## config.mk

```make
export PLATFORM = sky130hd
export DESIGN_NAME = lidar_packet_deframer
export DESIGN_NICKNAME = d
export VERILOG_FILES = /design/src/rtl/core/lpd_pkg.sv /design/src/rtl/core/lpd_parser.sv /design/src/rtl/core/lidar_packet_deframer.sv
export SDC_FILE = /design/constraint.sdc
export NUM_CORES = 1
export LEC_CHECK = 0
export ABC_AREA = 1
export BUFFER_PORTS_ARGS = -buffer_cell sky130_fd_sc_hd__buf_2
export CORE_ASPECT_RATIO = 0.8
export CORE_MARGIN = 3
export CORE_UTILIZATION = 40
export DETAILED_ROUTE_END_ITERATION = 12
export SYNTH_ARGS = -nofsm -noshare
export SYNTH_HDL_FRONTEND = slang
export SYNTH_SLANG_ARGS = --single-unit
```

## constraint.sdc

```tcl
create_clock -name clk -period 3.7 [get_ports clk]
set_clock_uncertainty 0.2 [all_clocks]
set_input_delay 0.37 -clock clk [delete_from_list [all_inputs] [get_ports clk]]
set_output_delay 0.37 -clock clk [all_outputs]
set_load 0.005 [all_outputs]
```

## src/rtl/core/lpd_pkg.sv

```systemverilog
// ----------------------------------------------------------------------------
// lpd_pkg
// Shared types and constants of the lidar packet deframer.
// ----------------------------------------------------------------------------
package lpd_pkg;

    localparam logic [7:0] SYNC_FIRST  = 8'hAA;
    localparam logic [7:0] SYNC_SECOND = 8'h55;

    // Body bytes after the header: frame overhead minus header bytes.
    localparam logic [8:0] BODY_OVERHEAD = 9'd6;

    localparam logic [7:0] HUNT_LIMIT_RESET = 8'd100;
    localparam logic [6:0] MAX_POINTS_RESET = 7'd25;

    // Configuration register indexes.
    localparam logic CFG_HUNT_LIMIT = 1'b0;
    localparam logic CFG_MAX_POINTS = 1'b1;

    // Input request codes.
    localparam logic REQ_BYTE    = 1'b0;
    localparam logic REQ_TIMEOUT = 1'b1;

    // Parser phases.
    localparam logic [1:0] PH_HUNT  = 2'd0;
    localparam logic [1:0] PH_TYPE  = 2'd1;
    localparam logic [1:0] PH_COUNT = 2'd2;
    localparam logic [1:0] PH_BODY  = 2'd3;

    // Result status codes.
    localparam logic [2:0] ST_OK        = 3'd0;
    localparam logic [2:0] ST_TIMEOUT   = 3'd1;
    localparam logic [2:0] ST_NO_HEADER = 3'd2;
    localparam logic [2:0] ST_BAD_TYPE  = 3'd3;
    localparam logic [2:0] ST_BAD_COUNT = 3'd4;

    typedef struct packed {
        logic       is_header;
        logic [7:0] data_byte;
        logic       point_type;
        logic [6:0] point_count;
        logic [2:0] status;
        logic       last;
    } result_t;

    typedef struct packed {
        logic [7:0] hunt_limit;
        logic [6:0] max_points;
    } cfg_t;

endpackage

```

## src/rtl/core/lpd_parser.sv

```systemverilog
// ----------------------------------------------------------------------------
// lpd_parser
// Framing state and the per-item decision logic of the deframer.
// ----------------------------------------------------------------------------
module lpd_parser
(
    input  logic             clk,
    input  logic             rst_n,
    input  logic             fire,
    input  logic             req_type,
    input  logic [7:0]       rx_byte,
    input  lpd_pkg::cfg_t    cfg,
    output logic             res_valid,
    output lpd_pkg::result_t res
);

    logic [1:0] phase_reg,         phase_next;
    logic [7:0] previous_byte_reg, previous_byte_next;
    logic [7:0] hunt_count_reg,    hunt_count_next;
    logic [7:0] type_hold_reg,     type_hold_next;
    logic [6:0] count_hold_reg,    count_hold_next;
    logic [8:0] bytes_left_reg,    bytes_left_next;

    logic [7:0] hunt_count_inc;

    assign hunt_count_inc = hunt_count_reg + 8'd1;

    always_comb
    begin
        phase_next         = phase_reg;
        previous_byte_next = previous_byte_reg;
        hunt_count_next    = hunt_count_reg;
        type_hold_next     = type_hold_reg;
        count_hold_next    = count_hold_reg;
        bytes_left_next    = bytes_left_reg;
        res_valid          = 1'b0;
        res                = '0;

        if (req_type == lpd_pkg::REQ_TIMEOUT)
        begin
            res_valid          = 1'b1;
            res.status         = lpd_pkg::ST_TIMEOUT;
            res.last           = 1'b1;
            phase_next         = lpd_pkg::PH_HUNT;
            previous_byte_next = '0;
            hunt_count_next    = '0;
        end
        else
        begin
            unique case (phase_reg)
                lpd_pkg::PH_HUNT:
                begin
                    hunt_count_next = hunt_count_inc;
                    if (previous_byte_reg == lpd_pkg::SYNC_FIRST &&
                        rx_byte == lpd_pkg::SYNC_SECOND)
                    begin
                        phase_next = lpd_pkg::PH_TYPE;
                    end
                    else
                    begin
                        previous_byte_next = rx_byte;
                        if (hunt_count_inc >= cfg.hunt_limit)
                        begin
                            res_valid          = 1'b1;
                            res.status         = lpd_pkg::ST_NO_HEADER;
                            res.last           = 1'b1;
                            previous_byte_next = '0;
                            hunt_count_next    = '0;
                        end
                    end
                end
                lpd_pkg::PH_TYPE:
                begin
                    type_hold_next = rx_byte;
                    phase_next     = lpd_pkg::PH_COUNT;
                end
                lpd_pkg::PH_COUNT:
                begin
                    res_valid = 1'b1;
                    // Type is checked ahead of the count.
                    priority if (type_hold_reg[7:1] != 7'd0)
                    begin
                        res.status = lpd_pkg::ST_BAD_TYPE;
                        res.last   = 1'b1;
                    end
                    else if (rx_byte == 8'd0 || rx_byte > {1'b0, cfg.max_points})
                    begin
                        res.status = lpd_pkg::ST_BAD_COUNT;
                        res.last   = 1'b1;
                    end
                    else
                    begin
                        res.is_header   = 1'b1;
                        res.point_type  = type_hold_reg[0];
                        res.point_count = rx_byte[6:0];
                        res.status      = lpd_pkg::ST_OK;
                        count_hold_next = rx_byte[6:0];
                        bytes_left_next = lpd_pkg::BODY_OVERHEAD
                                          + {1'b0, rx_byte[6:0], 1'b0};
                        phase_next      = lpd_pkg::PH_BODY;
                    end
                    if (res.last)
                    begin
                        phase_next         = lpd_pkg::PH_HUNT;
                        previous_byte_next = '0;
                        hunt_count_next    = '0;
                    end
                end
                lpd_pkg::PH_BODY:
                begin
                    res_valid     = 1'b1;
                    res.data_byte = rx_byte;
                    res.status    = lpd_pkg::ST_OK;
                    if (bytes_left_reg <= 9'd1)
                    begin
                        res.last           = 1'b1;
                        bytes_left_next    = '0;
                        phase_next         = lpd_pkg::PH_HUNT;
                        previous_byte_next = '0;
                        hunt_count_next    = '0;
                    end
                    else
                    begin
                        bytes_left_next = bytes_left_reg - 9'd1;
                    end
                end
                default:
                begin
                    phase_next = lpd_pkg::PH_HUNT;
                end
            endcase
        end
    end

    always_ff @(posedge clk or negedge rst_n)
    begin
        if (!rst_n)
        begin
            phase_reg         <= lpd_pkg::PH_HUNT;
            previous_byte_reg <= '0;
            hunt_count_reg    <= '0;
            type_hold_reg     <= '0;
            count_hold_reg    <= '0;
            bytes_left_reg    <= '0;
        end
        else if (fire)
        begin
            phase_reg         <= phase_next;
            previous_byte_reg <= previous_byte_next;
            hunt_count_reg    <= hunt_count_next;
            type_hold_reg     <= type_hold_next;
            count_hold_reg    <= count_hold_next;
            bytes_left_reg    <= bytes_left_next;
        end
    end

endmodule

```

## src/rtl/core/lidar_packet_deframer.sv

```systemverilog
// ----------------------------------------------------------------------------
// lidar_packet_deframer
// Sync-pair and length-field deframer for a serial lidar byte stream.
// ----------------------------------------------------------------------------
// The block takes one item (a received byte or a read timeout) per clock
// cycle while the output is not stalled and gives at most one result per
// item. An item passes through an input register and the framing logic
// into the result register. A stall on the output holds the result
// register and, through it, the input register.
// Configuration is written through cfg_we, cfg_index and cfg_data.
module lidar_packet_deframer
(
    input  logic       clk,
    input  logic       rst_n,
    input  logic       cfg_we,
    input  logic       cfg_index,
    input  logic [7:0] cfg_data,
    input  logic       in_valid,
    output logic       in_stall,
    input  logic       req_type,
    input  logic [7:0] rx_byte,
    output logic       out_valid,
    input  logic       out_stall,
    output logic       is_header,
    output logic [7:0] data_byte,
    output logic       point_type,
    output logic [6:0] point_count,
    output logic [2:0] status,
    output logic       last
);

    lpd_pkg::cfg_t    cfg_reg;
    logic             in_valid_reg;
    logic             req_type_reg;
    logic [7:0]       rx_byte_reg;
    logic             out_valid_reg;
    lpd_pkg::result_t out_reg;
    lpd_pkg::result_t res;
    logic             res_valid;
    logic             advance;
    logic             fire;

    // The result register can take a new value when it is empty or drained.
    assign advance  = !out_valid_reg || !out_stall;
    assign fire     = in_valid_reg && advance;
    assign in_stall = in_valid_reg && !advance;

    always_ff @(posedge clk or negedge rst_n)
    begin
        if (!rst_n)
        begin
            cfg_reg.hunt_limit <= lpd_pkg::HUNT_LIMIT_RESET;
            cfg_reg.max_points <= lpd_pkg::MAX_POINTS_RESET;
        end
        else if (cfg_we)
        begin
            unique case (cfg_index)
                lpd_pkg::CFG_HUNT_LIMIT: cfg_reg.hunt_limit <= cfg_data;
                lpd_pkg::CFG_MAX_POINTS: cfg_reg.max_points <= cfg_data[6:0];
                default: ;
            endcase
        end
    end

    always_ff @(posedge clk or negedge rst_n)
    begin
        if (!rst_n)
        begin
            in_valid_reg <= 1'b0;
        end
        else if (!in_stall)
        begin
            in_valid_reg <= in_valid;
        end
    end

    always_ff @(posedge clk)
    begin
        if (!in_stall && in_valid)
        begin
            req_type_reg <= req_type;
            rx_byte_reg  <= rx_byte;
        end
    end

    lpd_parser u_parser
    (
        .clk       (clk),
        .rst_n     (rst_n),
        .fire      (fire),
        .req_type  (req_type_reg),
        .rx_byte   (rx_byte_reg),
        .cfg       (cfg_reg),
        .res_valid (res_valid),
        .res       (res)
    );

    always_ff @(posedge clk or negedge rst_n)
    begin
        if (!rst_n)
        begin
            out_valid_reg <= 1'b0;
        end
        else if (advance)
        begin
            out_valid_reg <= fire && res_valid;
        end
    end

    always_ff @(posedge clk)
    begin
        if (fire && res_valid)
        begin
            out_reg <= res;
        end
    end

    assign out_valid   = out_valid_reg;
    assign is_header   = out_reg.is_header;
    assign data_byte   = out_reg.data_byte;
    assign point_type  = out_reg.point_type;
    assign point_count = out_reg.point_count;
    assign status      = out_reg.status;
    assign last        = out_reg.last;

endmodule
```

After elaboration in Yosys (flattened, before gate mapping)
Cells that the tools add are included.
{"block": "word_totals", "regBits": 82, "inputBits": 23}
{"block": "op_classes", "n_reduce_logical": 27, "n_bitwise": 4, "eq_ne": 13, "magnitude_cmp": 3, "addsub": 3, "muxes": 35}
{"op": "two-way mux 8 bit", "n": 8}
{"op": "one-hot mux 8 bit (3 select lines)", "n": 2}
{"op": "two-way mux 9 bit", "n": 3}
{"op": "one-hot mux 9 bit (2 select lines)", "n": 1}
{"op": "two-way mux 4 bit", "n": 4}
{"op": "AND reduction 5 bit", "n": 3}
{"op": "two-way mux 2 bit", "n": 6}
{"op": "one-hot mux 4 bit (3 select lines)", "n": 1}
{"op": "adder 3 x 8 -> 9 bit (first input constant)", "n": 1}
{"op": "<= comparator 9 x 1 -> 1 bit (second input constant)", "n": 1}
{"op": "subtractor 9 x 1 -> 9 bit (second input constant)", "n": 1}
{"op": "adder 8 x 1 -> 8 bit (second input constant)", "n": 1}
{"op": "equality test 8 x 7 -> 1 bit (second input constant)", "n": 1}
{"op": "equality test 8 bit (second input constant)", "n": 1}
{"op": "greater-or-equal comparator 8 bit", "n": 1}
{"op": "> comparator 8 x 7 -> 1 bit", "n": 1}
{"op": "zero test 8 bit", "n": 1}
{"op": "!= test 4 bit (second input constant)", "n": 2}
{"op": "one-hot mux 2 bit (4 select lines)", "n": 1}
{"op": "nonzero test 7 bit", "n": 1}
{"op": "two-way mux 1 bit", "n": 6}
{"op": "two-way mux 3 bit", "n": 2}
{"op": "!= test 3 x 2 -> 1 bit (second input constant)", "n": 2}
{"op": "!= test 3 bit (second input constant)", "n": 2}
{"op": "other kinds (17)", "n": 32}

Longest topological paths before layout
Gate-level depths: netlist of run 1.
{"block": "logic_depth", "ltp_word": 9, "depth_mapped": 15, "ltp_nobuf": 15}

By module
From an unflattened synthesis of run 1, not the netlist that was laid out.
{"block": "unflattened", "cells_unflattened": 509, "area_unflattened_um2": 4566.9}
{"module": "lpd_parser", "seq_area_each_um2": 875.8, "instances": 1, "cells_per_inst": 398, "area_each_um2": 2910.3}
{"module": "lidar_packet_deframer", "seq_area_each_um2": 1333.8, "instances": 1, "cells_per_inst": 111, "area_each_um2": 1656.6}

Worst setup path after synthesis of run 1
OpenSTA, ideal clock, no wires.
{"block": "synth_path", "kind": "reg2reg", "startpoint": "register u_parser.hunt_count_reg[0]", "endpoint": "register out_reg, in the netlist data_byte[0], enable pin", "n_path_buf": 0, "arrival_ps": 2751, "slack_ps": 350, "path_stages_with_launch": 13, "synth_period_minus_slack_ps": 3350, "setup_time_ps": 399, "cell_sequence": "dfrtp_1 > ha_1 > nand2_1 > nor3_1 > xnor2_1 > inv_1 > ha_1 > nand2_1 > nor2_1 > nand4_1 > nand3_2 > a21oi_1 > nor2_1"}
{"block": "synth_via", "elab_chain_cells": 7}
{"item": "start, declared", "line_no": "lpd_parser.sv:19", "rtl": "logic [7:0] hunt_count_reg, hunt_count_next;"}
{"item": "start signal, assigned", "line_no": "lpd_parser.sv:150", "rtl": "hunt_count_reg <= hunt_count_next;"}
{"item": "adder 8 x 1 -> 8 bit", "line_no": "lpd_parser.sv:26", "rtl": "assign hunt_count_inc = hunt_count_reg + 8'd1;"}
{"item": "greater-or-equal comparator 8 bit", "line_no": "lpd_parser.sv:62", "rtl": "if (hunt_count_inc >= cfg.hunt_limit)"}
{"item": "two-way mux 1 bit", "line_no": "lpd_parser.sv:62"}
{"item": "two-way mux 1 bit", "line_no": "lpd_parser.sv:54", "rtl": "if (previous_byte_reg == lpd_pkg::SYNC_FIRST &&"}
{"item": "one-hot mux 1 bit (2 select lines)", "line_no": "lpd_parser.sv:50", "rtl": "unique case (phase_reg)"}
{"item": "two-way mux 1 bit", "line_no": "lpd_parser.sv:39", "rtl": "if (req_type == lpd_pkg::REQ_TIMEOUT)"}
{"item": "logical AND 1 bit", "line_no": "lidar_packet_deframer.sv:112", "rtl": "if (fire && res_valid)"}
{"item": "end signal, assigned", "line_no": "lidar_packet_deframer.sv:114", "rtl": "out_reg <= res;"}
{"item": "end, declared", "line_no": "lidar_packet_deframer.sv:37", "rtl": "lpd_pkg::result_t out_reg;"}
No other way between the ends.
A chain may end at the register's enable or synchronous reset.

Worst setup path in the final report of run 1
{"block": "layout_path", "startpoint": "register u_parser.hunt_count_reg[0]", "endpoint": "register out_reg, in the netlist is_header, enable pin"}
The elaborated chain is that of the path after synthesis.

==> flow_summary.ini, run 1 <==
[layout]
multi_input_area_um2 = 1870
utilization_pct = 49.6
diodes = 0
register_area_um2 = 2210
syn_to_final_growth_pct = 18.1
largest_reg_flops = 15
nNetsFinal = 596
drive_above_1_share_pct = 18.5
fill_cells = 973

[timing]
final.setup.tns_ns = 0
maxSlewViolCount = 0
worstMarginPinSlew_ns = 0.649
fmax_ghz = 0.335
min_period_ns = 2.99
hold_viol_final = 0
setup_violations = 0
rsz0062_at_grt = false
fin_crit_sh_pct = 80.8
relSlewSlack_pct = 56.7

[placed_design]
place.gp.congestion = 0.892
dp_hpwl_mm = 7.09
place.port_buffers = 45

[global_routing]
grt_max_degree = 30
met1_usage_pct = 25.6
antenna_found_initial = 0
groute.usage.overall_pct = 17.6
grt_pass1_vias = 3336
grt-ovfl-total = 0
grtUsageMet3_pct = 4.04
use_met2_pct = 26.3
busiest_layer = met2
grt_pass1_wl_mm = 16.7

[synth]
yosysMostFrequentCell = nand2_1
synth_area_leaders = dfrtp_1 26%, edfxtp_1 21%, nand2_1 9.5%
synth_largest_area_cell = dfrtp_1
syn_nets = 536
ys_top_cells_by_count = 111 x nand2_1, 61 x inv_1, 53 x nor2_1
synthFlopType = dfrtp_1
async_reset_ff_share_pct = 63.4
synth-seq-cells = 82
syn_area_um2 = 4380
synth_top_area_share_pct = 26.3
synth_edf_count = 30
syn_area_per_cell_um2 = 8.89
ys_types = 39
seq_area_frac_synth_pct = 50.4
netlist_instances = 493
synth_warnings = 0

[routing]
totalWireLength_mm = 9.83
avgRoutedWirePerCell_um = 14.1
ant_nets = 0
num_vias = 3455
vias_per_cell = 4.95
first_pass_iters = 4
drtIter0Drc = 262
drc = 0

[die]
rows = 33
core_area_um2 = 10400
initial_core_util_pct = 42.0
die-area_um2 = 12300
die_h_um = 99.6
ioPinCount = 46
fp.dieW_um = 123

[critical_path]
critPathLaunchType = register
slowest_stage = dfrtp_1
critical-path-top-delay-family = simple AND/OR/NAND/NOR gates
slowest_delay_ns = 0.41
worstPathArrival_ns = 2.81
worstSetupPathType = register to register
crit_chain = ha_1 > nand2_1 > nor3_1 > xnor2_1 > inv_1 > ha_1 > nand2_1 > nor2_1 > nand4_1 > nand3_2 > a21oi_1 > nor2_2 > buf_4
critPathMaxFanout = 21
worst_setup_path_end_kind = register
cp.buffers_inverters = 2
cp.required_ns = 3.52

[clocking]
clock_sinks = 82
cts_buffer_depth = 2
cts_tree = yes
cts_resized = 0
numCtsBuffers = 9
postCtsHoldBufs = 9
clk_latency_ns = 0.34
cts_setup_buffers = 0
clkTransAtPathRegs_ns = 0.06
htree_levels = 3
root_buffer = clkbuf_16

[power]
seq_power_share_pct = 40.0
comb_power_share_pct = 30.9
p_per_area_nw_per_um2 = 679
p_leak_nw = 2.43
p_int_mw = 2.27
power_switching_mw = 1.24
swShare_pct = 35.4
clock_power_share_pct = 29.2
fin_total_pwr_mw = 3.52
peakVddDrop_v = 0.000388

[run]
maxCapViolations = 0

[worst_hold_path]
hold_class = input pin to register

[outcome]
outcome = finished clean
## logic make-up (layout without fill, tap and decap cells)
logic type                 after synthesis  count (layout)  synth area share [%]
adders and majority gates               20              20                  5.71
and+or+nand+nor                        249             249                  27.2
DFF                                     82              82                  50.4
AOI/OAI and AO/OA                       63              63                  8.36
xor gates and xnor gates                 7               7                  1.40
buffers and inverters                   72             137                  6.88
## per-stage QoR
step / hold slack (ns) / setup slack (ns) / cells / area (um^2)
final: 0.0119 / 0.711 / 698 / 5180
after global routing: 0.00242 / 0.426 / 698 / 5180
after CTS: 0.00188 / 0.731 / 698 / 5180
after detailed placement: 0.247 / 0.744 / 673 / 4740
after global placement: 0.251 / 0.833 / 673 / 4740
after floorplan: -0.126 / 0.350 / 493 / 4380
## metal layers
metal	vias up	wire, um
li1	1749	-
met2	91	4230
met4	0	129
met5	-	0
met1	1605	4900
met3	10	566
## worst register-to-register path: cells and delay by family (launching register included)
kind | cells | cell delay [ns]
simple gates | 7 | 0.95
fa+ha+maj | 2 | 0.48
flops | 1 | 0.41
buf+inv | 2 | 0.35
xor+xnor | 1 | 0.14
compound gates | 1 | 0.12
## power by group through the flow
stage / Clock [mW] / Sequential (mW) / Combinational (mW)
2_1_floorplan: 0 / 1.39 / 0.807
3_3_place_gp: 0 / 1.41 / 1.06
6_report: 1.03 / 1.40 / 1.08
5_1_grt: 1.09 / 1.44 / 1.26
3_5_place_dp: 0 / 1.42 / 1.08
4_1_cts: 1.05 / 1.40 / 1.09
## path summary, 6_finish.rpt
check,startpoint,to,slack (ns),depth (start not counted)
max,u_parser.hunt_count_reg[0],is_header,0.71,13
min,req_type,req_type_reg,0.01,1
max reg2reg,u_parser.hunt_count_reg[0],is_header,0.71,13
min reg2reg,u_parser.previous_byte_reg[0],u_parser.previous_byte_reg[0],0.28,2
max in group asynchronous,rst_n,u_parser.type_hold_reg[5],2.11,3
min in group asynchronous,rst_n,u_parser.previous_byte_reg[7],0.41,2
## placed cells by master, fill, tap and decap left out, types with 3 or more instances in the layout
cell	netlist	routed
ha_1	20	20
nor3_1	14	14
o21ai_2	6	6
nand2_2	6	6
dfrtp_1	46	46
a21oi_1	16	16
nor2_2	3	4
o21ai_0	31	31
edfxtp_1	30	30
nor2_1	53	52
nand2_1	111	111
o21ai_1	3	3
clkbuf_16	0	9
nand3_4	3	3
bufinv_16	0	3
buf_2	1	45
dfstp_2	6	6
xor2_1	3	3
nand3_1	27	27
inv_1	61	61
nand4_1	18	18
dlygate4sd3_1	0	9
xnor2_1	4	4
## final cells by class
type                            count  share of cell area (%)
Tap cell                          140                    3.38
Clock inverter                      6                    2.22
Multi-Input combinational cell    339                    36.2
Sequential cell                    82                    42.7
Inverter                           65                    4.71
Timing Repair Buffer               56                    6.38
Clock buffer                       10                    4.42
Power figures use the tool's default switching activity.
==> inputs of run 2 (changes only) <==
- clock period: 3.7 -> 2.7 ns (I/O delays scaled with it)
==> flow_summary.ini, run 2 (synthesis results as in run 1) <==
[routing]
ant_nets = 0
first_pass_iters = 5
num_vias = 3591
drtIter0Drc = 270
vias_per_cell = 5.02
totalWireLength_mm = 10.1
avgRoutedWirePerCell_um = 14.1
drc = 0

[power]
p_per_area_nw_per_um2 = 870
p_leak_nw = 2.50
peakVddDrop_v = 0.000461

[critical_path]
worstPathArrival_ns = 2.53
worstSetupPathType = register to register
cp.required_ns = 2.55
critPathMaxFanout = 21
slowest_delay_ns = 0.41
crit_path_frequent_cell = nor2_4
critPathLaunchType = register
cp.buffers_inverters = 1
slowest_stage = dfrtp_1
worst_setup_path_end_kind = register
critical-path-top-delay-family = simple AND/OR/NAND/NOR gates
crit_chain = nand3_1 > nor3_2 > nand2_1 > xnor2_2 > ha_1 > nand2_2 > nor2_4 > nand4_1 > nand3_4 > a21oi_4 > nor2_4 > buf_12

[timing]
maxSlewViolCount = 0
worstMarginPinSlew_ns = 0.698
fmax_ghz = 0.373
hold_viol_final = 0
setup_violations = 0
fin_crit_sh_pct = 99.2
final.hold.worst_slack_ns = 0.00667
min_period_ns = 2.68
relSlewSlack_pct = 53.5
rsz0062_at_grt = true
final.setup.tns_ns = 0

[clocking]
root_buffer = clkbuf_16
clkTransAtPathRegs_ns = 0.06
numCtsBuffers = 9
clk_latency_ns = 0.34
cts_buffer_depth = 2
htree_levels = 3
clock_sinks = 82
cts_tree = yes

[global_routing]
grtUsageMet3_pct = 4.15
groute.usage.overall_pct = 17.7
grt_max_degree = 53
grt_pass1_wl_mm = 16.8
grt_pass1_vias = 3527
busiest_layer = met2
grt-ovfl-total = 0
met1_usage_pct = 24.0
antenna_found_initial = 0
use_met2_pct = 27.6

[die]
initial_core_util_pct = 42.0
die-area_um2 = 12300
die_h_um = 99.6
rows = 33
fp.dieW_um = 123
core_area_um2 = 10400
ioPinCount = 46

[layout]
nNetsFinal = 614
layout.cells.non_filler = 716
final_cell_mix = 108 x nand2_1, 61 x inv_1, 49 x nor2_1
diodes = 0
syn_to_final_growth_pct = 22.2
largest_reg_flops = 15
drive_above_1_share_pct = 21.9
postLayoutCellArea_um2 = 5360
layout_commonest_cell = nand2_1

[placed_design]
postPlaceCellArea_um2 = 4860
place.port_buffers = 45
place.gp.congestion = 0.849
dp_hpwl_mm = 7.13
place_inst = 682

[outcome]
outcome = finished clean

[run]
maxCapViolations = 0

[worst_hold_path]
hold_class = input pin to register
-- run 2: cell count changes in the layout (fill, tap and decap cells not counted), sizes merged --
cell         previous run  this run
dlygate4sd3             9        17
clkinvlp                1         2
clkinv                  4         5
clkbuf                 10         9
buf                    47        57
bufinv                  3         0
inv                    63        65
-- run 2: power breakdown --
part / internal [mW] / leakage (nW) / total [mW] / switching, mW
combinational: 0.586 / 1.43 / 1.57 / 0.988
clock: 0.637 / 0.134 / 1.17 / 0.532
sequential: 1.67 / 0.938 / 1.92 / 0.243
-- run 2: what timing repair did --
action / in CTS / in global routing
hold buffers: 17 / 0
resized for setup: 2 / 8
setup buffers: 0 / 1
pin swaps: 1 / 0
endpoints found under the setup margin: 21 / 39
endpoints found under the hold margin: 65 / 0
-- run 2: path summary, 6_finish.rpt --
path | startpoint | to | slack (ns) | cells past startpoint
worst max-delay path | u_parser.hunt_count_reg[2] | data_byte[6] | 0.02 | 12
worst min-delay path | cfg_data[2] | cfg_reg[9] | 0.007 | 3
worst max register to register | u_parser.hunt_count_reg[2] | data_byte[6] | 0.02 | 12
worst min register to register | u_parser.previous_byte_reg[2] | u_parser.previous_byte_reg[2] | 0.28 | 2
max in group asynchronous | rst_n | u_parser.bytes_left_reg[1] | 1.44 | 3
min in group asynchronous | rst_n | u_parser.hunt_count_reg[5] | 0.40 | 3
-- run 2: area by class of cell --
class	count	area, um^2
clock buffers	9	225
clock inverters	7	61.3
fillers	981	5090
inverters	65	244
multi-input cells	339	1940
flip-flops and latches	82	2210
well taps	140	175
repair buffers	74	498
-- run 2: per-stage QoR --
step                      setup WS [ns]  utilization, %  total power [mW]
final                            0.0219            51.3              4.66
after global routing            -0.0972            51.3              5.01
after CTS                        0.0403            50.9              4.69
after detailed placement        -0.0325            46.5              3.47
after global placement            0.128            46.5              3.45
after floorplan                 -0.0288               -              3.02
-- run 2: worst register-to-register path, stage by stage, from the launching register on --
cell and delay, ns:
dfrtp_1 0.41, nand3_1 0.15, nor3_2 0.21, nand2_1 0.13, xnor2_2 0.16, ha_1 0.31
nand2_2 0.08, nor2_4 0.10, nand4_1 0.15, nand3_4 0.12, a21oi_4 0.07, nor2_4 0.12
buf_12 0.17
-- run 2: per-layer routing --
metal / up-vias / wire length, um
li1: 1786 / -
met2: 103 / 4540
met5: - / 0
met4: 0 / 134
met3: 15 / 616
met1: 1687 / 4770
